<file path="src/hw/rtl/ecd_pkg.sv">
`timescale 1ns / 1ps
// ----------------------------------------------------------------------------
// ecd_pkg: shared types and constants of the calendar date converter
// Sequencer states, operand width and the month length table.
// ----------------------------------------------------------------------------
package ecd_pkg;

	localparam int OP_W = 33;

	// Seconds are biased so that zero falls on 1901-01-01 00:00:00.
	localparam logic [OP_W-1:0] EPOCH_BIAS = 33'd2177452800;
	localparam logic [OP_W-1:0] DAY_SECS   = 33'd86400;
	localparam logic [OP_W-1:0] HOUR_SECS  = 33'd3600;
	localparam logic [OP_W-1:0] MIN_SECS   = 33'd60;
	localparam logic [OP_W-1:0] QUAD_DAYS  = 33'd1461;
	localparam logic [7:0]      BASE_YOFF  = 8'd1;
	localparam logic [3:0]      LAST_MON   = 4'd11;

	typedef enum logic [2:0] {
		ST_IDLE,
		ST_DAYS,
		ST_HOUR,
		ST_MIN,
		ST_QUAD,
		ST_YEAR,
		ST_MON,
		ST_DONE
	} state_t;

	typedef struct packed {
		logic            ge;
		logic [OP_W-1:0] diff;
	} csub_res_t;

	function automatic logic [8:0] year_days(input logic [7:0] yoff);
		return (yoff[1:0] == 2'd0) ? 9'd366 : 9'd365;
	endfunction

	function automatic logic [4:0] month_days(input logic [3:0] mon, input logic leap);
		logic [4:0] len;
		case (mon)
			4'd1:                      len = leap ? 5'd29 : 5'd28;
			4'd3, 4'd5, 4'd8, 4'd10:   len = 5'd30;
			default:                   len = 5'd31;
		endcase
		return len;
	endfunction

endpackage

</file>
<file path="src/hw/rtl/ecd_csub.sv">
`timescale 1ns / 1ps
// ----------------------------------------------------------------------------
// ecd_csub: shared compare and subtract unit
// Compares the running remainder against an operand and forms the difference.
// ----------------------------------------------------------------------------
module ecd_csub (
	input  logic [ecd_pkg::OP_W-1:0] a,
	input  logic [ecd_pkg::OP_W-1:0] b,
	output ecd_pkg::csub_res_t       res
);
	import ecd_pkg::*;

	logic [OP_W:0] wide;

	assign wide     = {1'b0, a} - {1'b0, b};
	assign res.ge   = ~wide[OP_W];
	assign res.diff = wide[OP_W-1:0];

endmodule

</file>
<file path="src/hw/rtl/epoch_seconds_to_calendar_date.sv">
`timescale 1ns / 1ps
// ----------------------------------------------------------------------------
// epoch_seconds_to_calendar_date: signed epoch seconds to calendar date
// A result strobe follows the beat that starts a conversion; one compare
// and subtract unit steps through day, hour, minute and four-year
// divisions, then years and months. A new beat is taken in the cycle after
// the strobe. The receiver cannot stall.
// Reset returns the sequencer to idle at once; no other state is kept.
// ----------------------------------------------------------------------------
module epoch_seconds_to_calendar_date (
	input  logic        clk,
	input  logic        arst_n,
	input  logic        start,
	output logic        busy,
	input  logic [31:0] epoch_seconds,
	output logic        done,
	output logic [5:0]  second,
	output logic [5:0]  minute,
	output logic [4:0]  hour,
	output logic [4:0]  day_of_month,
	output logic [3:0]  month,
	output logic [7:0]  year_offset
);
	import ecd_pkg::*;

	state_t          state_q, state_nx;
	logic [OP_W-1:0] rem_q;
	logic [OP_W-1:0] rem_nx;
	logic [15:0]     quo_q;
	logic [15:0]     day_q;
	logic [3:0]      k_q;
	logic [3:0]      mon_q;
	logic [7:0]      year_q;
	logic [5:0]      second_q;
	logic [5:0]      minute_q;
	logic [4:0]      hour_q;
	logic [OP_W-1:0] op_b;
	logic            leap;
	csub_res_t       cs;

	assign leap = (year_q[1:0] == 2'd0);

	always_comb begin
		case (state_q)
			ST_DAYS: op_b = DAY_SECS << k_q;
			ST_HOUR: op_b = HOUR_SECS << k_q;
			ST_MIN:  op_b = MIN_SECS << k_q;
			ST_QUAD: op_b = QUAD_DAYS << k_q;
			ST_YEAR: op_b = {24'd0, year_days(year_q)};
			ST_MON:  op_b = {28'd0, month_days(mon_q, leap)};
			default: op_b = '0;
		endcase
	end

	ecd_csub u_csub (
		.a   (rem_q),
		.b   (op_b),
		.res (cs)
	);

	assign rem_nx = cs.ge ? cs.diff : rem_q;

	always_ff @(posedge clk or negedge arst_n) begin
		if (!arst_n) begin
			state_q <= ST_IDLE;
		end else begin
			state_q <= state_nx;
		end
	end

	always_comb begin
		state_nx = state_q;
		case (state_q)
			ST_IDLE: if (start) state_nx = ST_DAYS;
			ST_DAYS: if (k_q == 4'd0) state_nx = ST_HOUR;
			ST_HOUR: if (k_q == 4'd0) state_nx = ST_MIN;
			ST_MIN:  if (k_q == 4'd0) state_nx = ST_QUAD;
			ST_QUAD: if (k_q == 4'd0) state_nx = ST_YEAR;
			ST_YEAR: if (!cs.ge) state_nx = ST_MON;
			ST_MON:  if (mon_q == LAST_MON || !cs.ge) state_nx = ST_DONE;
			ST_DONE: state_nx = ST_IDLE;
			default: state_nx = ST_IDLE;
		endcase
	end

	always_ff @(posedge clk) begin
		case (state_q)
			ST_IDLE: begin
				if (start) begin
					rem_q <= {epoch_seconds[31], epoch_seconds} + EPOCH_BIAS;
					quo_q <= '0;
					k_q   <= 4'd15;
				end
			end
			ST_DAYS: begin
				rem_q <= rem_nx;
				if (k_q == 4'd0) begin
					day_q <= {quo_q[15:1], cs.ge};
					quo_q <= '0;
					k_q   <= 4'd4;
				end else begin
					quo_q[k_q] <= cs.ge;
					k_q        <= k_q - 4'd1;
				end
			end
			ST_HOUR: begin
				rem_q <= rem_nx;
				if (k_q == 4'd0) begin
					hour_q <= {quo_q[4:1], cs.ge};
					quo_q  <= '0;
					k_q    <= 4'd5;
				end else begin
					quo_q[k_q] <= cs.ge;
					k_q        <= k_q - 4'd1;
				end
			end
			ST_MIN: begin
				if (k_q == 4'd0) begin
					minute_q <= {quo_q[5:1], cs.ge};
					second_q <= rem_nx[5:0];
					rem_q    <= {17'd0, day_q};
					quo_q    <= '0;
					k_q      <= 4'd5;
				end else begin
					rem_q      <= rem_nx;
					quo_q[k_q] <= cs.ge;
					k_q        <= k_q - 4'd1;
				end
			end
			ST_QUAD: begin
				rem_q <= rem_nx;
				if (k_q == 4'd0) begin
					year_q <= BASE_YOFF + {quo_q[5:1], cs.ge, 2'b00};
				end else begin
					quo_q[k_q] <= cs.ge;
					k_q        <= k_q - 4'd1;
				end
			end
			ST_YEAR: begin
				if (cs.ge) begin
					rem_q  <= cs.diff;
					year_q <= year_q + 8'd1;
				end else begin
					mon_q <= 4'd0;
				end
			end
			ST_MON: begin
				if (mon_q != LAST_MON && cs.ge) begin
					rem_q <= cs.diff;
					mon_q <= mon_q + 4'd1;
				end
			end
			default: begin
			end
		endcase
	end

	assign busy         = (state_q != ST_IDLE);
	assign done         = (state_q == ST_DONE);
	assign second       = second_q;
	assign minute       = minute_q;
	assign hour         = hour_q;
	assign day_of_month = rem_q[4:0] + 5'd1;
	assign month        = mon_q + 4'd1;
	assign year_offset  = year_q;

endmodule

</file>
<file path="config.mk">
export PLATFORM = sky130hd
export DESIGN_NAME = epoch_seconds_to_calendar_date
export DESIGN_NICKNAME = d
export VERILOG_FILES = /design/src/hw/rtl/ecd_pkg.sv /design/src/hw/rtl/ecd_csub.sv /design/src/hw/rtl/epoch_seconds_to_calendar_date.sv
export SDC_FILE = /design/constraint.sdc
export NUM_CORES = 1
export LEC_CHECK = 0
export BUFFER_PORTS_ARGS = -buffer_cell sky130_fd_sc_hd__buf_2
export CAP_MARGIN = 20
export CELL_PAD_IN_SITES_DETAIL_PLACEMENT = 0
export CELL_PAD_IN_SITES_GLOBAL_PLACEMENT = 1
export CORE_MARGIN = 2
export CORE_UTILIZATION = 45
export DETAILED_ROUTE_END_ITERATION = 8
export PLACE_DENSITY = 0.75
export SKIP_CTS_REPAIR_TIMING = 1
export SKIP_LAST_GASP = 1
export SLEW_MARGIN = 20
export SYNTH_ARGS = -nofsm -noshare
export SYNTH_HDL_FRONTEND = slang
export SYNTH_SLANG_ARGS = --single-unit
</file>
<file path="constraint.sdc">
create_clock -name clk -period 10.7 [get_ports clk]
set_input_delay 1.07 -clock clk [delete_from_list [all_inputs] [get_ports clk]]
set_output_delay 1.07 -clock clk [all_outputs]
set_load 0.05 [all_outputs]
</file>
==> reports/metrics.yaml <==
die_w_um: 138
cts.clk_slew.worst_paths_ns: 0.08
syn_area_um2: 8030
r2r_end: "rem_q[12]"
yosysUniqueCellTypes: 85
setup_viol: 0
startpoint_type: "flip-flop"
dieHeight_um: 138
reg2reg_from: "state_q[0]"
fp.dieArea_um2: 18900
wl_per_cell_um: 20.0
syn_inst: 871
dpl.hpwl_mm: 16.9
end_kind: "flip-flop"
yosys.area.top_type: "edfxtp_1"
drt_first_pass_iters: 5
worstSkewPairLatency_ns: 0.36
hp-class: "flip-flop to flip-flop"
synth_edf_count: 97
portBuffers: 70
fillers: 1618
cts_tree: "built"
timing.final.crit_share_pct: 54.8
synthArstFlopShare_pct: 3.00
initial_utilization_pct: 46.3
rsz0062_at_grt: "no"
min_from: "quo_q[9]"
ys_ff_latch: 100
num_vias: 7092
skew_ns: 0.00862
h-tree-depth: 3
yosysWarningCount: 0
drtAntennaViolNets: 0
tightest_slew_ns: 0.995
cts_num_sinks: 100
synth_top_area_share_pct: 36.3
grt_max_degree: 42
synth_ff_type: "edfxtp_1"
critPathSlowestCell: "nor2_4"
place_congestion: 0.931
cp.arrival_ns: 6.07
hold_end: "day_q[9]"
cp_data_required_time_ns: 10.91
num_antenna_cells: 0
cts_made_buffers: 9
synth_fp_nets: 956
maxCapViolations: 0
grt_usage_pct: 24.6
viasPerCell: 6.20
final_common_cell: "edfxtp_1"
syn_to_final_growth_pct: 10.1
timing.slew.headroom_pct: 33.7
status: "finished clean"
io_pins: 71
rows: 48
drc_errors: 0
worstHoldPathCells: 0
grt.overflow.total: 0
crit_fanout: 26
grt_pass1_wl_mm: 35.3
ff2ff_path_depth: 21
drtIter0Drc: 683
period_minus_slack_ns: 5.87
max_freq_ghz: 0.170
crit_family: "simple AND/OR/NAND/NOR gates"
cp_slowest_stage_delay_ns: 0.69
routed_wl_mm: 22.9
fin_tns_setup_ns: 0
drive_gt1_share_pct: 15.9
syn_area_per_cell_um2: 9.22
layout_common_cells: "edfxtp_1 (97), nand2_1 (94), a21oi_1 (81)"
nets: 998
core_area_um2: 17400
final-hold-violation-count: 0
grt_antenna_before_repair: 0
cts-root-buf: "clkbuf_16"
ff2ff_setup_slack_ns: 4.83
yosysSeqAreaShare_pct: 37.2
report.final.slew_viol_count: 0
clockBufferDepth: 2
worstSetupPathType: "flip-flop to flip-flop"
first_global_vias: 6484
crit_buf_inv: 3
crit_chain: "inv_1, ha_1, nor2b_1, nor2_1, nand2_1, nor2_1, a31oi_1, o21ai_0, mux2_2, nand2_1, ha_1, a21oi_2, o21ai_1, a211o_1, a311o_1, a21oi_2, buf_4, inv_4, nor2_4, a221oi_1, a22oi_1"
synthTopCellsByArea: "edfxtp_1 (36%), ha_1 (7.6%), a21oi_1 (5.0%)"
==> worst register-to-register path, delay by kind of cell (launching register included) <==
family | cells | cell delay (ns)
muxes | 1 | 0.22
AOI/OAI and AO/OA | 9 | 1.93
adders and majority gates | 2 | 0.69
DFF | 1 | 0.40
and+or+nand+nor | 6 | 1.97
buffers and inverters | 3 | 0.53
==> cell families (layout without fill, tap and decap cells) <==
kind of cell,Yosys count,after routing,synth area share [%]
AOI/OAI and AO/OA,304,304,26.6
and+or+nand+nor,271,271,16.1
DFF,100,100,37.2
buffers and inverters,77,124,4.35
xor gates and xnor gates,57,57,6.22
adders and majority gates,50,50,7.88
muxes,12,12,1.65
==> cell usage after synthesis (all sizes together) (7+ instances only) <==
cell type   n
xor2       24
a221oi     15
inv        26
a31oi      10
clkbuf     28
ha         49
and2        9
edfxtp     97
nand2b     11
a21oi      90
mux2        7
buf        22
and3        9
o21ai      66
a211oi     10
xnor2      33
nand2      94
a22oi       9
nor2       69
nand3      35
a311oi     12
o211ai     15
a21o       10
o221ai      7
nor2b       8
==> cell type report <==
class | instances | area, um^2 | share of cell area [%]
flip-flops and latches | 100 | 2990 | 33.8
inverters | 27 | 104 | 1.17
clock buffers | 9 | 225 | 2.55
well taps | 225 | 282 | 3.18
multi-input cells | 694 | 4730 | 53.4
repair buffers | 81 | 440 | 4.98
clock inverters | 7 | 80.1 | 0.905
==> through the flow <==
| step | cells | hold WS, ns | instance area (um^2) | worst slack [ns] | utilization [%] |
|---|---|---|---|---|---|
| finish | 1143 | 0.452 | 8840 | 4.83 | 51.0 |
| global route | 1143 | 0.469 | 8840 | 4.43 | 51.0 |
| CTS | 1142 | 0.459 | 8830 | 4.40 | 50.9 |
| detailed placement | 1126 | 0.444 | 8520 | 4.44 | 49.1 |
| global placement | 1126 | 0.442 | 8520 | 4.63 | 49.1 |
| floorplan | 871 | 0.421 | 8030 | 4.26 | - |
==> per-layer routing <==
layer / wire [um] / share of wire, % / global-route usage (%) / vias up
met5: 0 / 0 / 0 / -
met1: 10800 / 47 / 37.3 / 3382
li1: - / - / - / 3399
met3: 1690 / 7.4 / 4.60 / 32
met4: 391 / 1.7 / 6.19 / 0
met2: 9960 / 44 / 36.1 / 279
==> registers in the layout, summed over array words and instances (netlist names) <==
register     flops
rem_q           33
day_q           16
quo_q           15
year_offset      8
minute           6
second           6
hour             5
k_q              4
mon_q            4
state_q          3
==> worst max path at each step <==
stage               start         to  slack [ns]  cells past startpoint
6_report       state_q[0]  rem_q[12]        4.83                     21
5_1_grt        state_q[0]   rem_q[8]        4.43                     21
4_1_cts        state_q[0]   rem_q[1]        4.40                     20
3_5_place_dp   state_q[0]   rem_q[2]        4.44                     20
3_3_place_gp   state_q[0]   rem_q[2]        4.63                     20
2_1_floorplan  state_q[0]   rem_q[0]        4.26                     20
Power is left out: the tool's default activity adds up to more than one toggle a clock period on the data nets, which glitch-free logic cannot reach.
